$ cat src/hw/rtl/uam_pkg.sv
// Package of the usage alarm monitor: widths, reset values, register indexes,
// sequencer states and the divider status type. No dependencies.
`default_nettype none

package uam_pkg;

  localparam int USED_W      = 32;
  localparam int USAGE_W     = 15;
  localparam int LEVEL_W     = 7;
  localparam int CAP_W       = 8;
  localparam int SAMP_W      = 16;
  localparam int STAT_W      = 16;
  localparam int SUM_W       = 31;
  localparam int DIV_NUM_W   = USED_W + USAGE_W;
  localparam int DIV_STEPS   = USAGE_W;
  localparam int IN_DATA_W   = 64;
  localparam int OUT_DATA_W  = 112;
  localparam int OUT_USER_W  = 1;
  localparam int CFG_IDX_W   = 3;
  localparam int CFG_DATA_W  = 16;

  localparam int COUNT_BITS_DEF = 16;

  localparam logic [USAGE_W-1:0] FULL_SCALE = 15'd25600;

  localparam logic [LEVEL_W-1:0] ALARM_LEVEL_RST  = 7'd90;
  localparam logic [LEVEL_W-1:0] RESUME_LEVEL_RST = 7'd80;
  localparam logic [CAP_W-1:0]   REPORT_CAP_RST   = 8'd9;
  localparam logic [SAMP_W-1:0]  SILENCE_RST      = 16'd6;
  localparam logic [SAMP_W-1:0]  STAT_SAMPLES_RST = 16'd360;

  typedef enum logic [CFG_IDX_W-1:0] {
    CFG_ALARM_LEVEL  = 3'd0,
    CFG_RESUME_LEVEL = 3'd1,
    CFG_REPORT_CAP   = 3'd2,
    CFG_SILENCE      = 3'd3,
    CFG_STAT_SAMPLES = 3'd4
  } uam_cfg_idx_t;

  typedef enum logic [2:0] {
    ST_IDLE,
    ST_MUL,
    ST_QSTART,
    ST_QWAIT,
    ST_UPDATE,
    ST_ASTART,
    ST_AWAIT,
    ST_WRITE
  } uam_state_t;

  typedef struct packed {
    logic               done;
    logic [USAGE_W-1:0] quot;
  } uam_div_stat_t;

endpackage

`default_nettype wire

$ cat src/hw/rtl/usage_alarm_monitor_with_stats.sv
// Usage alarm monitor with hysteresis and periodic statistics.
// States per sample: MUL, QSTART, QWAIT, UPDATE, WRITE; at or above 100 percent
// QWAIT is skipped, and a period close adds ASTART, AWAIT for the average. No new
// sample is taken until WRITE loads the output; zero samples are dropped in IDLE.
// The shared 15-step divider serves the usage quotient, then the period average.
// Reset (synchronous, rst_n low): registers to defaults, alarm idle, stats cleared.
`default_nettype none

module usage_alarm_monitor_with_stats #(
  parameter int COUNT_BITS = uam_pkg::COUNT_BITS_DEF
) (
  input  logic                            clk,
  input  logic                            rst_n,
  // in_tdata: used_count [31:0], total_count [63:32]
  input  logic                            in_tvalid,
  output logic                            in_tready,
  input  logic [uam_pkg::IN_DATA_W-1:0]   in_tdata,
  // out_tdata: usage_pct [14:0], alarm_active [15], alarm_report [16],
  //   resume_event [17], min_usage [32:18], max_usage [47:33],
  //   avg_usage [62:48], raise_total [78:63], resume_total [94:79],
  //   alarm_duration [110:95], zero pad [111]
  output logic                            out_tvalid,
  input  logic                            out_tready,
  output logic [uam_pkg::OUT_DATA_W-1:0]  out_tdata,
  // out_tuser: stat_report [0]
  output logic [uam_pkg::OUT_USER_W-1:0]  out_tuser,
  // configuration write channel
  input  logic                            cfg_valid,
  output logic                            cfg_ready,
  input  logic [uam_pkg::CFG_IDX_W-1:0]   cfg_index,
  input  logic [uam_pkg::CFG_DATA_W-1:0]  cfg_data
);
  import uam_pkg::*;

  localparam int ExtW = (COUNT_BITS > STAT_W) ? COUNT_BITS : STAT_W;

  // ---------------------------------------------------------------------------
  // Configuration registers; writes are always taken.
  // ---------------------------------------------------------------------------
  logic [LEVEL_W-1:0] alarm_lvl_r;
  logic [LEVEL_W-1:0] resume_lvl_r;
  logic [CAP_W-1:0]   report_cap_r;
  logic [SAMP_W-1:0]  silence_r;
  logic [SAMP_W-1:0]  stat_samples_r;

  assign cfg_ready = 1'b1;

  always_ff @(posedge clk) begin
    if (!rst_n) begin
      alarm_lvl_r    <= ALARM_LEVEL_RST;
      resume_lvl_r   <= RESUME_LEVEL_RST;
      report_cap_r   <= REPORT_CAP_RST;
      silence_r      <= SILENCE_RST;
      stat_samples_r <= STAT_SAMPLES_RST;
    end else if (cfg_valid && cfg_ready) begin
      unique case (uam_cfg_idx_t'(cfg_index))
        CFG_ALARM_LEVEL:  alarm_lvl_r    <= cfg_data[LEVEL_W-1:0];
        CFG_RESUME_LEVEL: resume_lvl_r   <= cfg_data[LEVEL_W-1:0];
        CFG_REPORT_CAP:   report_cap_r   <= cfg_data[CAP_W-1:0];
        CFG_SILENCE:      silence_r      <= cfg_data;
        CFG_STAT_SAMPLES: stat_samples_r <= cfg_data;
        default: ;  // unmapped index: drop the write
      endcase
    end
  end

  // ---------------------------------------------------------------------------
  // Sequencer
  // ---------------------------------------------------------------------------
  uam_state_t state_r, state_nxt;

  logic                  in_acc;
  logic                  in_zero;
  logic [USED_W-1:0]     used_in, total_in;
  logic [USED_W-1:0]     used_r, total_r;
  logic [DIV_NUM_W-1:0]  prod_r;
  logic                  sat_r;
  logic [USAGE_W-1:0]    usage_r;
  logic [SUM_W-1:0]      avg_num_r;
  logic [SAMP_W-1:0]     avg_den_r;
  logic                  out_tvalid_r;
  logic                  out_load;
  logic                  stat_hit;

  logic                  div_start;
  logic [DIV_NUM_W-1:0]  div_num;
  logic [USED_W-1:0]     div_den;
  uam_div_stat_t         div_stat;

  assign used_in  = in_tdata[USED_W-1:0];
  assign total_in = in_tdata[2*USED_W-1:USED_W];
  assign in_zero  = (used_in == '0) || (total_in == '0);
  assign in_tready = (state_r == ST_IDLE);
  assign in_acc    = in_tvalid && in_tready;

  always_ff @(posedge clk) begin
    if (!rst_n) begin
      state_r <= ST_IDLE;
    end else begin
      state_r <= state_nxt;
    end
  end

  always_comb begin
    state_nxt = state_r;
    div_start = 1'b0;
    out_load  = 1'b0;
    unique case (state_r)
      ST_IDLE: begin
        // Drop samples with a zero count right away.
        if (in_acc && !in_zero) begin
          state_nxt = ST_MUL;
        end
      end
      ST_MUL: begin
        state_nxt = ST_QSTART;
      end
      ST_QSTART: begin
        if (sat_r) begin
          state_nxt = ST_UPDATE;
        end else begin
          div_start = 1'b1;
          state_nxt = ST_QWAIT;
        end
      end
      ST_QWAIT: begin
        if (div_stat.done) begin
          state_nxt = ST_UPDATE;
        end
      end
      ST_UPDATE: begin
        state_nxt = stat_hit ? ST_ASTART : ST_WRITE;
      end
      ST_ASTART: begin
        div_start = 1'b1;
        state_nxt = ST_AWAIT;
      end
      ST_AWAIT: begin
        if (div_stat.done) begin
          state_nxt = ST_WRITE;
        end
      end
      ST_WRITE: begin
        // Hold the result until the output register is free.
        if (!out_tvalid_r || out_tready) begin
          out_load  = 1'b1;
          state_nxt = ST_IDLE;
        end
      end
      default: state_nxt = ST_IDLE;
    endcase
  end

  // Share the divider between the usage quotient and the period average.
  assign div_num = (state_r == ST_ASTART) ? DIV_NUM_W'(avg_num_r) : prod_r;
  assign div_den = (state_r == ST_ASTART) ? USED_W'(avg_den_r) : total_r;

  uam_div u_div (
    .clk   (clk),
    .rst_n (rst_n),
    .start (div_start),
    .num   (div_num),
    .den   (div_den),
    .stat  (div_stat)
  );

  // ---------------------------------------------------------------------------
  // Usage: used*25600/total, saturated. used >= total means at least 100 percent,
  // so the divider only sees used < total and its quotient fits 15 bits.
  // ---------------------------------------------------------------------------
  logic [DIV_NUM_W-1:0] used_ext;
  assign used_ext = DIV_NUM_W'(used_r);

  always_ff @(posedge clk) begin
    if (in_acc) begin
      used_r  <= used_in;
      total_r <= total_in;
    end
    if (state_r == ST_MUL) begin
      // 25600 = 2**14 + 2**13 + 2**10
      prod_r <= (used_ext << 14) + (used_ext << 13) + (used_ext << 10);
      sat_r  <= (used_r >= total_r);
    end
    if (state_r == ST_QSTART && sat_r) begin
      usage_r <= FULL_SCALE;
    end else if (state_r == ST_QWAIT && div_stat.done) begin
      usage_r <= div_stat.quot;
    end
  end

  // ---------------------------------------------------------------------------
  // Alarm, silence window and period statistics
  // ---------------------------------------------------------------------------
  logic                  in_alarm_r;
  logic                  sil_run_r;
  logic [SAMP_W-1:0]     sil_cnt_r;
  logic [CAP_W-1:0]      reports_r;
  logic [SAMP_W-1:0]     period_r;
  logic [SUM_W-1:0]      sum_r;
  logic [USAGE_W-1:0]    min_r, max_r;
  logic [COUNT_BITS-1:0] raise_cnt_r, resume_cnt_r, dur_cnt_r;

  logic [USAGE_W-1:0]    alarm_thr, resume_thr;
  logic                  raise, clear, sil_start, report;
  logic                  in_alarm_nxt;
  logic [USAGE_W-1:0]    min_nxt, max_nxt;
  logic [SUM_W-1:0]      sum_nxt;
  logic [SAMP_W-1:0]     period_nxt;
  logic [COUNT_BITS-1:0] raise_cnt_nxt, resume_cnt_nxt, dur_cnt_nxt;
  logic                  sil_run_mid;
  logic [SAMP_W-1:0]     sil_cnt_mid, sil_cnt_nxt;
  logic                  sil_run_nxt;
  logic [ExtW-1:0]       raise_ext, resume_ext, dur_ext;

  assign alarm_thr  = {alarm_lvl_r, 8'h00};
  assign resume_thr = {resume_lvl_r, 8'h00};

  always_comb begin
    min_nxt    = (usage_r < min_r) ? usage_r : min_r;
    max_nxt    = (usage_r > max_r) ? usage_r : max_r;
    sum_nxt    = sum_r + SUM_W'(usage_r);
    period_nxt = (period_r != '1) ? period_r + 1'b1 : period_r;

    raise     = (usage_r >= alarm_thr) && !in_alarm_r;
    clear     = !raise && in_alarm_r && (usage_r < resume_thr);
    sil_start = raise && !sil_run_r;
    report    = sil_start && (reports_r < report_cap_r);
    in_alarm_nxt = raise | (in_alarm_r & ~clear);

    raise_cnt_nxt = raise_cnt_r;
    if (raise && raise_cnt_r != '1) begin
      raise_cnt_nxt = raise_cnt_r + 1'b1;
    end
    resume_cnt_nxt = resume_cnt_r;
    if (clear && resume_cnt_r != '1) begin
      resume_cnt_nxt = resume_cnt_r + 1'b1;
    end
    dur_cnt_nxt = dur_cnt_r;
    if (in_alarm_nxt && dur_cnt_r != '1) begin
      dur_cnt_nxt = dur_cnt_r + 1'b1;
    end

    // A fresh window starts at zero; a running one advances and closes at its end.
    sil_run_mid = sil_run_r | sil_start;
    sil_cnt_mid = sil_start ? '0 : sil_cnt_r;
    sil_cnt_nxt = sil_cnt_mid;
    sil_run_nxt = sil_run_mid;
    if (sil_run_mid) begin
      if (sil_cnt_mid != '1) begin
        sil_cnt_nxt = sil_cnt_mid + 1'b1;
      end
      if (sil_cnt_nxt >= silence_r) begin
        sil_run_nxt = 1'b0;
      end
    end

    // A zero period length acts as one: period_nxt is never zero.
    stat_hit = (period_nxt >= stat_samples_r);

    raise_ext  = ExtW'(raise_cnt_nxt);
    resume_ext = ExtW'(resume_cnt_nxt);
    dur_ext    = ExtW'(dur_cnt_nxt);
  end

  always_ff @(posedge clk) begin
    if (!rst_n) begin
      in_alarm_r   <= 1'b0;
      sil_run_r    <= 1'b0;
      sil_cnt_r    <= '0;
      reports_r    <= '0;
      period_r     <= '0;
      sum_r        <= '0;
      min_r        <= FULL_SCALE;
      max_r        <= '0;
      raise_cnt_r  <= '0;
      resume_cnt_r <= '0;
      dur_cnt_r    <= '0;
    end else if (state_r == ST_UPDATE) begin
      in_alarm_r <= in_alarm_nxt;
      sil_run_r  <= sil_run_nxt;
      sil_cnt_r  <= sil_cnt_nxt;
      if (stat_hit) begin
        // Period closes: clear the statistics, keep alarm and window.
        reports_r    <= '0;
        period_r     <= '0;
        sum_r        <= '0;
        min_r        <= FULL_SCALE;
        max_r        <= '0;
        raise_cnt_r  <= '0;
        resume_cnt_r <= '0;
        dur_cnt_r    <= '0;
      end else begin
        reports_r    <= report ? reports_r + 1'b1 : reports_r;
        period_r     <= period_nxt;
        sum_r        <= sum_nxt;
        min_r        <= min_nxt;
        max_r        <= max_nxt;
        raise_cnt_r  <= raise_cnt_nxt;
        resume_cnt_r <= resume_cnt_nxt;
        dur_cnt_r    <= dur_cnt_nxt;
      end
    end
  end

  // ---------------------------------------------------------------------------
  // Result staging and output register
  // ---------------------------------------------------------------------------
  logic                 res_alarm_r, res_report_r, res_resume_r, res_stat_r;
  logic [USAGE_W-1:0]   res_usage_r, res_min_r, res_max_r, res_avg_r;
  logic [STAT_W-1:0]    res_raise_r, res_resume_cnt_r, res_dur_r;
  logic [OUT_DATA_W-1:0] out_tdata_r;
  logic [OUT_USER_W-1:0] out_tuser_r;

  always_ff @(posedge clk) begin
    if (state_r == ST_UPDATE) begin
      res_usage_r  <= usage_r;
      res_alarm_r  <= in_alarm_nxt;
      res_report_r <= report;
      res_resume_r <= clear;
      res_stat_r   <= stat_hit;
      avg_num_r    <= sum_nxt;
      avg_den_r    <= period_nxt;
      // Statistics fields read zero outside a period end.
      res_min_r        <= stat_hit ? min_nxt : '0;
      res_max_r        <= stat_hit ? max_nxt : '0;
      res_raise_r      <= stat_hit ? raise_ext[STAT_W-1:0] : '0;
      res_resume_cnt_r <= stat_hit ? resume_ext[STAT_W-1:0] : '0;
      res_dur_r        <= stat_hit ? dur_ext[STAT_W-1:0] : '0;
      res_avg_r        <= '0;
    end else if (state_r == ST_AWAIT && div_stat.done) begin
      res_avg_r <= div_stat.quot;
    end
  end

  always_ff @(posedge clk) begin
    if (!rst_n) begin
      out_tvalid_r <= 1'b0;
    end else if (out_load) begin
      out_tvalid_r <= 1'b1;
    end else if (out_tready) begin
      out_tvalid_r <= 1'b0;
    end
  end

  always_ff @(posedge clk) begin
    if (out_load) begin
      out_tdata_r <= {1'b0, res_dur_r, res_resume_cnt_r, res_raise_r,
                      res_avg_r, res_max_r, res_min_r,
                      res_resume_r, res_report_r, res_alarm_r, res_usage_r};
      out_tuser_r <= res_stat_r;
    end
  end

  assign out_tvalid = out_tvalid_r;
  assign out_tdata  = out_tdata_r;
  assign out_tuser  = out_tuser_r;

endmodule

`default_nettype wire

$ cat src/hw/rtl/uam_div.sv
// Shared restoring divider, one quotient bit per cycle, 15-bit quotient.
// The caller guarantees num < den * 2**15. Depends on uam_pkg.
`default_nettype none

module uam_div (
  input  logic                           clk,
  input  logic                           rst_n,
  input  logic                           start,
  input  logic [uam_pkg::DIV_NUM_W-1:0]  num,
  input  logic [uam_pkg::USED_W-1:0]     den,
  output uam_pkg::uam_div_stat_t         stat
);
  import uam_pkg::*;

  localparam int CntW = $clog2(DIV_STEPS + 1);

  logic [USED_W-1:0]    rem_r;
  logic [USED_W-1:0]    den_r;
  logic [USAGE_W-1:0]   num_r;
  logic [USAGE_W-1:0]   quot_r;
  logic [CntW-1:0]      cnt_r;
  logic                 done_r;
  logic [USED_W:0]      trial;
  logic [USED_W:0]      diff;
  logic                 fit;

  // Shift in the next numerator bit and subtract when the divisor fits.
  assign trial = {rem_r, num_r[USAGE_W-1]};
  assign fit   = (trial >= {1'b0, den_r});
  assign diff  = trial - {1'b0, den_r};

  always_ff @(posedge clk) begin
    if (!rst_n) begin
      cnt_r  <= '0;
      done_r <= 1'b0;
    end else begin
      done_r <= 1'b0;
      if (start) begin
        cnt_r <= CntW'(DIV_STEPS);
      end else if (cnt_r != '0) begin
        cnt_r <= cnt_r - 1'b1;
        if (cnt_r == CntW'(1)) begin
          done_r <= 1'b1;
        end
      end
    end
  end

  always_ff @(posedge clk) begin
    if (start) begin
      rem_r  <= num[DIV_NUM_W-1:USAGE_W];
      num_r  <= num[USAGE_W-1:0];
      den_r  <= den;
      quot_r <= '0;
    end else if (cnt_r != '0) begin
      rem_r  <= fit ? diff[USED_W-1:0] : trial[USED_W-1:0];
      num_r  <= {num_r[USAGE_W-2:0], 1'b0};
      quot_r <= {quot_r[USAGE_W-2:0], fit};
    end
  end

  assign stat.done = done_r;
  assign stat.quot = quot_r;

endmodule

`default_nettype wire

$ cat config.mk
export PLATFORM = sky130hd
export DESIGN_NAME = usage_alarm_monitor_with_stats
export DESIGN_NICKNAME = d
export VERILOG_FILES = /design/src/hw/rtl/uam_pkg.sv /design/src/hw/rtl/usage_alarm_monitor_with_stats.sv /design/src/hw/rtl/uam_div.sv
export SDC_FILE = /design/constraint.sdc
export NUM_CORES = 1
export LEC_CHECK = 0
export BUFFER_PORTS_ARGS = -buffer_cell sky130_fd_sc_hd__clkbuf_2
export CORE_ASPECT_RATIO = 1.1
export CORE_MARGIN = 3
export CORE_UTILIZATION = 45
export CTS_BUF_LIST = sky130_fd_sc_hd__clkbuf_8
export CTS_CLUSTER_DIAMETER = 50
export DETAILED_ROUTE_END_ITERATION = 8
export RECOVER_POWER = 100
export SETUP_SLACK_MARGIN = 0.2
export SYNTH_ARGS = -nofsm -noshare
export SYNTH_HDL_FRONTEND = slang
export SYNTH_SLANG_ARGS = --single-unit
$ cat constraint.sdc
create_clock -name clk -period 12.03 [get_ports clk]
set_input_delay 0.6015 -clock clk [delete_from_list [all_inputs] [get_ports clk]]
set_output_delay 0.6015 -clock clk [all_outputs]
set_load 0.1 [all_outputs]
==> results.toml, run 1 <==
[floorplan]
initial_utilization_pct = 45.7
die_area_um2 = 81100
core_area_um2 = 76500
die_x_um = 272
rows = 106
fp.dieH_um = 298
io_pins = 204

[timing]
max_freq_mhz = 117
final-setup-viol-count = 0
max_slew_margin_pct = -141
post-route-period-util_pct = 70.8
rsz0062_at_grt = "no"
timing.setup.tns_ns = 0
slew_violations = 866
hold_violations = 0
fin_skew_ns = 0.0478
period_needed_ns = 8.52
tightest_slew_ns = 3.61

[logic_synthesis]
ys.warnings.count = 0
ys_types = 95
netlist_area_um2 = 35000
syn_nets = 3687
synth_cells = 3364
ys_ff_latch = 696
async_flop_share_pct = 0
ys.flop_type = "edfxtp_1"
synth_area_per_cell_um2 = 10.4
ys_seq_area_share_pct = 52.3
synth_edf_count = 437

[run_status]
violations = "max-capacitance violations, max-slew violations"
status = "finished, violations left"

[worst_setup_path]
r2r-start = "state_r[1]"
crit_end = "min_r[5]"
r2r-end = "min_r[5]"
r2r_slack_ns = 3.51
required_ns = 12.70
worstSetupStartpoint = "state_r[1]"
cp-start-kind = "flip-flop"
crit_fanout = 61
worstPathArrival_ns = 9.19
r2r_cells = 6
crit_path_end_kind = "flip-flop"
timing.setup.critical_path_class = "reg2reg"

[clock_network]
htree_num_levels = 3
cts_root_buf = "clkbuf_8"
clk_latency_ns = 0.75
cts_buffers = 114
cts_buffer_depth = 3
cts.clk_slew.worst_paths_ns = 0.06
cts_sinks = 696
tritoncts = "built"
cts_resized = 0

[route]
ant_nets = 0
totalWireLength_mm = 88.1
drc = 0
dr.pass1.iters = 6
dr.first_iter.drc_count = 1635
wl_per_cell_um = 18.8
viasPerCell = 5.50
via_count = 25800

[layout]
post-route-util_pct = 51.0
fillers = 7192
syn2layout_area_growth_pct = 11.7
final_cell_area_um2 = 39100
nets = 3884
drive_gt1_share_pct = 6.64

[power]
intPower_mw = 5.27
p_per_area_nw_per_um2 = 212
seq_power_share_pct = 40.3
swShare_pct = 36.3
p_comb_share_pct = 33.7
p_sw_mw = 3.01
peakVddDrop_uv = 130
p_clk_share_pct = 26.0
power_leakage_nw = 14.6

[global_route]
gr-total-overflow = 0
grt_max_degree = 75
grt_usage_pct = 21.4
antenna_found_initial = 2
grt_pass1_vias = 25300
grt_pass1_wl_mm = 139

[run]
max_cap_violations = 18

[placement]
place.port_buffers = 201
place.gp.congestion = 0.878
post_dp_cell_area_um2 = 36900
hpwl_mm = 60.5

[hold_path]
hold_class = "in2reg"
-- layout make-up --
cell class | count | area (um^2) | share of cell area [%]
diodes | 1 | 2.50 | 0.00641
clock buffers | 124 | 1710 | 4.37
clock inverters | 93 | 698 | 1.79
inverters | 196 | 738 | 1.89
multi-input cells | 2308 | 15200 | 39.0
flip-flops and latches | 696 | 18300 | 46.9
well taps | 1026 | 1280 | 3.29
repair buffers | 245 | 1080 | 2.78
-- cell usage in the layout (no fill, tap or decap), drive strengths merged, types with 76 or more instances in the layout --
cell type and instances:
xor2 76, a21oi 263, edfxtp 437, ha 204, nand3 107, clkbuf 344
o21ai 147, inv 226, nor2 240, nand2 380, dfxtp 259
-- stage by stage --
stage / setup slack (ns) / instances / total power [mW] / hold WS (ns)
final: 3.51 / 4689 / 8.28 / 0.0766
after global routing: 2.84 / 4689 / 8.84 / 0.0285
after detailed placement: 6.12 / 4457 / 6.15 / 0.405
after floorplan: 5.81 / 3364 / 5.43 / 0.400
after global placement: 6.23 / 4457 / 6.14 / 0.401
after CTS: 6.07 / 4688 / 8.35 / 0.000798
-- logic make-up after synthesis --
kind of cell / Yosys count / share of synthesized area [%]
XOR/XNOR: 143 / 3.58
multiplexers: 60 / 1.73
buffers and inverters: 360 / 4.04
AO/OA/AOI/OAI: 801 / 14.8
flip-flops: 696 / 52.3
AND/OR/NAND/NOR: 1067 / 14.4
adder cells (fa/ha/maj): 235 / 9.07
other: 2 / 0.0215
-- worst min path at each step --
stage / from / end / slack (ns) / cells after the start
6_report: in_tdata[53] / total_r[21] / 0.08 / 1
5_1_grt: in_tdata[6] / used_r[6] / 0.03 / 1
4_1_cts: in_tdata[53] / total_r[21] / 0.0008 / 1
3_5_place_dp: res_usage_r[13] / out_tdata[13] / 0.40 / 0
3_3_place_gp: res_usage_r[7] / out_tdata[7] / 0.40 / 0
2_1_floorplan: res_usage_r[0] / out_tdata[0] / 0.40 / 0
-- layer usage --
metal | GRT usage (%) | part of all wire, %
met5 | 0 | 0
met4 | 6.52 | 2.4
met3 | 2.95 | 4.8
met2 | 36.3 | 48
met1 | 28.5 | 45
-- flip-flops by register name (all words and copies together), names as in the netlist, 31 cells and up --
| name | flops |
|---|---|
| out_tdata | 111 |
| prod_r | 37 |
| total_r | 32 |
| u_div.den_r | 32 |
| u_div.rem_r | 32 |
| used_r | 32 |
| avg_num_r | 31 |
| sum_r | 31 |
-- Yosys cell counts, drive strengths merged (12+ instances only) --
| cell | count | area, um^2 |
|---|---|---|
| edfxtp | 437 | 13100 |
| nand2 | 380 | 1430 |
| a21oi | 263 | 1330 |
| dfxtp | 259 | 5180 |
| nor2 | 240 | 906 |
| ha | 204 | 2550 |
| inv | 196 | 736 |
| o21ai | 147 | 736 |
| clkbuf | 123 | 467 |
| nand3 | 107 | 541 |
| xor2 | 76 | 666 |
| xnor2 | 67 | 587 |
| nor3 | 59 | 305 |
| a21o | 57 | 428 |
| mux2i | 57 | 571 |
| nand4 | 55 | 344 |
| a31oi | 53 | 347 |
| and3 | 47 | 294 |
| buf | 41 | 210 |
| o211ai | 35 | 268 |
| a22o | 34 | 298 |
| nor4 | 34 | 231 |
| a211oi | 31 | 238 |
| fa | 31 | 621 |
| and2 | 29 | 181 |
| nand2b | 29 | 181 |
| or3 | 25 | 161 |
| o21a | 19 | 143 |
| nor2b | 18 | 113 |
| o21bai | 17 | 128 |
| o31ai | 16 | 125 |
| o41ai | 16 | 148 |
| a41oi | 12 | 105 |
-- power groups by stage --
stage	clock network, mW	logic [mW]	registers, mW
finish	2.16	2.79	3.34
global route	2.33	3.13	3.38
CTS	2.22	2.82	3.32
detailed placement	0	2.79	3.36
global placement	0	2.78	3.36
floorplan	0	2.13	3.30
-- critical path: stages (launching register included) --
cell and delay [ns]:
dfxtp_1 0.66, nand2b_1 1.82, clkinvlp_2 3.06, nor2_1 1.61, clkbuf_1 0.60, a31o_2 0.42
a22o_1 0.20
-- repair_timing --
| action | in CTS | in global routing |
|---|---|---|
| setup endpoints to repair | 0 | 0 |
| buffers inserted | 0 | 0 |
| hold buffers | 14 | 0 |
| hold endpoints to repair | 14 | 0 |
No activity file was read; power rests on OpenSTA's default activity.
==> inputs of run 2 (changes only) <==
--- a/config.mk
+++ b/config.mk
@@ -5,6 +5,7 @@
 export SDC_FILE = /design/constraint.sdc
 export NUM_CORES = 1
 export LEC_CHECK = 0
+export ABC_AREA = 1
 export BUFFER_PORTS_ARGS = -buffer_cell sky130_fd_sc_hd__clkbuf_2
 export CORE_ASPECT_RATIO = 1.1
 export CORE_MARGIN = 3
==> constraint.sdc (replaced) <==
create_clock -name clk -period 8 [get_ports clk]
set_input_delay 0.4 -clock clk [delete_from_list [all_inputs] [get_ports clk]]
set_output_delay 0.4 -clock clk [all_outputs]
set_load 0.1 [all_outputs]
==> run 2 against run 1 <==
The run still ends with max-capacitance violations, max-slew violations left. Die area increased by 1.4%. Core utilization grew 0.77 points. Largest cell class unchanged. Final area up 3.2%. Via count up 5.4%. Sequential power is 63% higher. Non-clock buffer count increased by 65. Register-to-register slack worse by 1.3 ns. Clock power increased by 47%. Critical path depth did not move. Critical path type is now in2reg. Flip-flop and latch count did not move. Combinational power up 140%.
==> results.toml, run 2 <==
[layout]
fillers = 7372
syn2layout_area_growth_pct = 13.6
final_common_cell = "nand2_1"
regArea_um2 = 18300
multiInputGateArea_um2 = 14900
nets = 4504
post-route-util_pct = 51.8
largest_register_ffs = 111
drive_gt1_share_pct = 5.70
final_cell_mix = "nand2_1 (737), inv_1 (457), edfxtp_1 (437)"

[global_route]
grt_usage_pct = 22.3
grt_pass1_wl_mm = 146
grt_pass1_vias = 27000
antenna_found_initial = 6
gr-total-overflow = 0
grt_max_degree = 169

[worst_setup_path]
timing.setup.critical_path_class = "in2reg"
r2r-start = "state_r[2]"
slowest_stage = "clkbuf_1"
r2r-end = "u_div.rem_r[12]"
required_ns = 8.51
cp-start-kind = "primary input"
max_stage_delay_ns = 2.49
path_cells = "clkbuf_2 > buf_4 > clkinvlp_2 > clkbuf_1 > clkbuf_1 > nor3_1"
crit_path_end_kind = "flip-flop"
path_buf_inv = 5
r2r_slack_ns = 2.25
r2r_cells = 7
critPathMostFrequentCell = "clkbuf_1"
worstPathArrival_ns = 6.59
crit_family = "buffers and inverters"
crit_fanout = 67

[logic_synthesis]
synth_top_cell_area_share_pct = 37.0
synth_area_per_cell_um2 = 9.16
async_flop_share_pct = 0
ys_types = 61
yosysMostFrequentCell = "nand2_1"
ys.flop_type = "edfxtp_1"
ys_seq_area_share_pct = 51.6
synthTopCellsByCount = "nand2_1 (735), edfxtp_1 (437), inv_1 (420), nor2_1 (418), a21oi_1 (328)"
synth_cells = 3872
ys_ff_latch = 696
synth_top_area_cell = "edfxtp_1"
netlist_area_um2 = 35500
ys.warnings.count = 0
synth_area_leaders = "edfxtp_1 (37%), dfxtp_1 (15%), nand2_1 (7.8%)"
synth_edf_count = 437
syn_nets = 4195

[clock_network]
tritoncts = "built"
cts_buffer_depth = 3
clk_latency_ns = 0.78
htree_num_levels = 3
cts_sinks = 696
cts.clk_slew.worst_paths_ns = 0.06
cts_buffers = 114
cts_root_buf = "clkbuf_8"

[hold_path]
worstHoldStart = "out_tready"
holdPathStages = 4
hold_end = "out_tvalid"
hold_class = "in2reg"

[timing]
final-setup-viol-count = 0
fin_skew_ns = 0.0700
hold_violations = 0
slew_violations = 665
max_slew_margin_pct = -199
tightest_slew_ns = 4.48
post-route-period-util_pct = 75.9
timing.setup.tns_ns = 0
period_needed_ns = 6.07
max_freq_mhz = 165
rsz0062_at_grt = "no"

[route]
ant_nets = 0
wl_met1_mm = 41.5
dr_wl_met2_mm = 42.6
dr.pass1.iters = 5
routed.top_layer = "met4"
via_count = 27200
totalWireLength_mm = 91.2
viasPerCell = 5.11
wl_per_cell_um = 17.1
drc = 0
dr.first_iter.drc_count = 1687
wl_met3_mm = 4.58

[floorplan]
initial_utilization_pct = 45.6
die_area_um2 = 82300
rows = 107
core_area_um2 = 77800
die_x_um = 274
fp.dieH_um = 301
io_pins = 204

[power]
p_per_area_nw_per_um2 = 379
power_leakage_nw = 16.1
peakVddDrop_uv = 318

[placement]
place.gp.congestion = 0.874
hpwl_mm = 63.8
place.port_buffers = 201

[run_status]
status = "finished, violations left"
violations = "max-capacitance violations, max-slew violations"

[run]
max_cap_violations = 10
[run 2: cell types whose count changed after synthesis, moves of 41 or more]
cell,delta
a21oi_1,+69
a21o_1,-41
and3_1,-44
o21ai_0,+66
nand3_1,+80
a31oi_1,-45
nor2_1,+180
mux2i_1,-57
nand2_1,+355
inv_1,+226
clkbuf_1,-45
[run 2: routing by layer]
metal,track usage (%),vias to the layer above
met3,4.02,165
met4,7.32,0
li1,-,13800
met1,30.1,12700
met2,36.2,537
met5,0,-
[run 2: how the worst max path moves through the flow]
stage	end	depth (start not counted)	startpoint
2_1_floorplan	out_tdata[0]	3	out_tvalid
5_1_grt	sum_r[5]	6	rst_n
3_3_place_gp	max_r[14]	22	period_r[0]
6_report	u_div.cnt_r[3]	6	rst_n
3_5_place_dp	max_r[14]	22	period_r[0]
4_1_cts	max_r[14]	22	period_r[0]
[run 2: per-stage QoR]
stage | total power [mW] | cell area, um^2 | setup WS, ns | instances | hold WS (ns)
finish | 15.3 | 40300 | 1.93 | 5319 | 0.0554
global route | 16.6 | 40300 | 1.31 | 5316 | 0.0731
CTS | 15.4 | 40700 | 2.95 | 5312 | 0.00164
detailed placement | 12.1 | 37500 | 2.99 | 5016 | 0.405
global placement | 12.1 | 37500 | 3.11 | 5016 | 0.401
floorplan | 10.4 | 35500 | 1.93 | 3872 | 0.400
[run 2: kinds of logic (layout without fill, tap and decap cells)]
logic type	Yosys count	in the layout	synth area share, %
DFF	696	696	51.6
AOI/OAI and AO/OA	701	701	11.2
xor gates and xnor gates	137	137	3.38
and+or+nand+nor	1549	1549	18.8
adders and majority gates	235	235	8.94
buffers and inverters	552	957	6.13
other	2	9	0.0212
[run 2: worst register-to-register path: stages (launching register included)]
cell	delay, ns
dfxtp_1	0.42
inv_1	0.16
nor2_1	0.20
clkbuf_1	1.87
inv_1	1.71
o21ai_0	0.79
o21bai_1	0.22
nand2_1	0.09
[run 2: power breakdown]
part | total (mW) | internal, mW | switching (mW)
clock network | 3.18 | 1.67 | 1.51
registers | 5.44 | 5.00 | 0.442
logic | 6.66 | 2.17 | 4.49
total | 15.3 | 8.84 | 6.44
[run 2: area by class of cell]
type                       count  area share [%]
antenna                        7          0.0435
clock buffer                 123            4.20
clock inverter                89            1.63
inverter                     435            4.06
multi-input combinational   2624            37.0
sequential                   696            45.4
tap                         1035            3.21
timing repair buffer         310            4.38
[run 2: what timing repair did]
item,in CTS,in global routing
endpoints found under the hold margin,105,0
hold buffers,84,0
resized for setup,0,0
buffers inserted,0,0
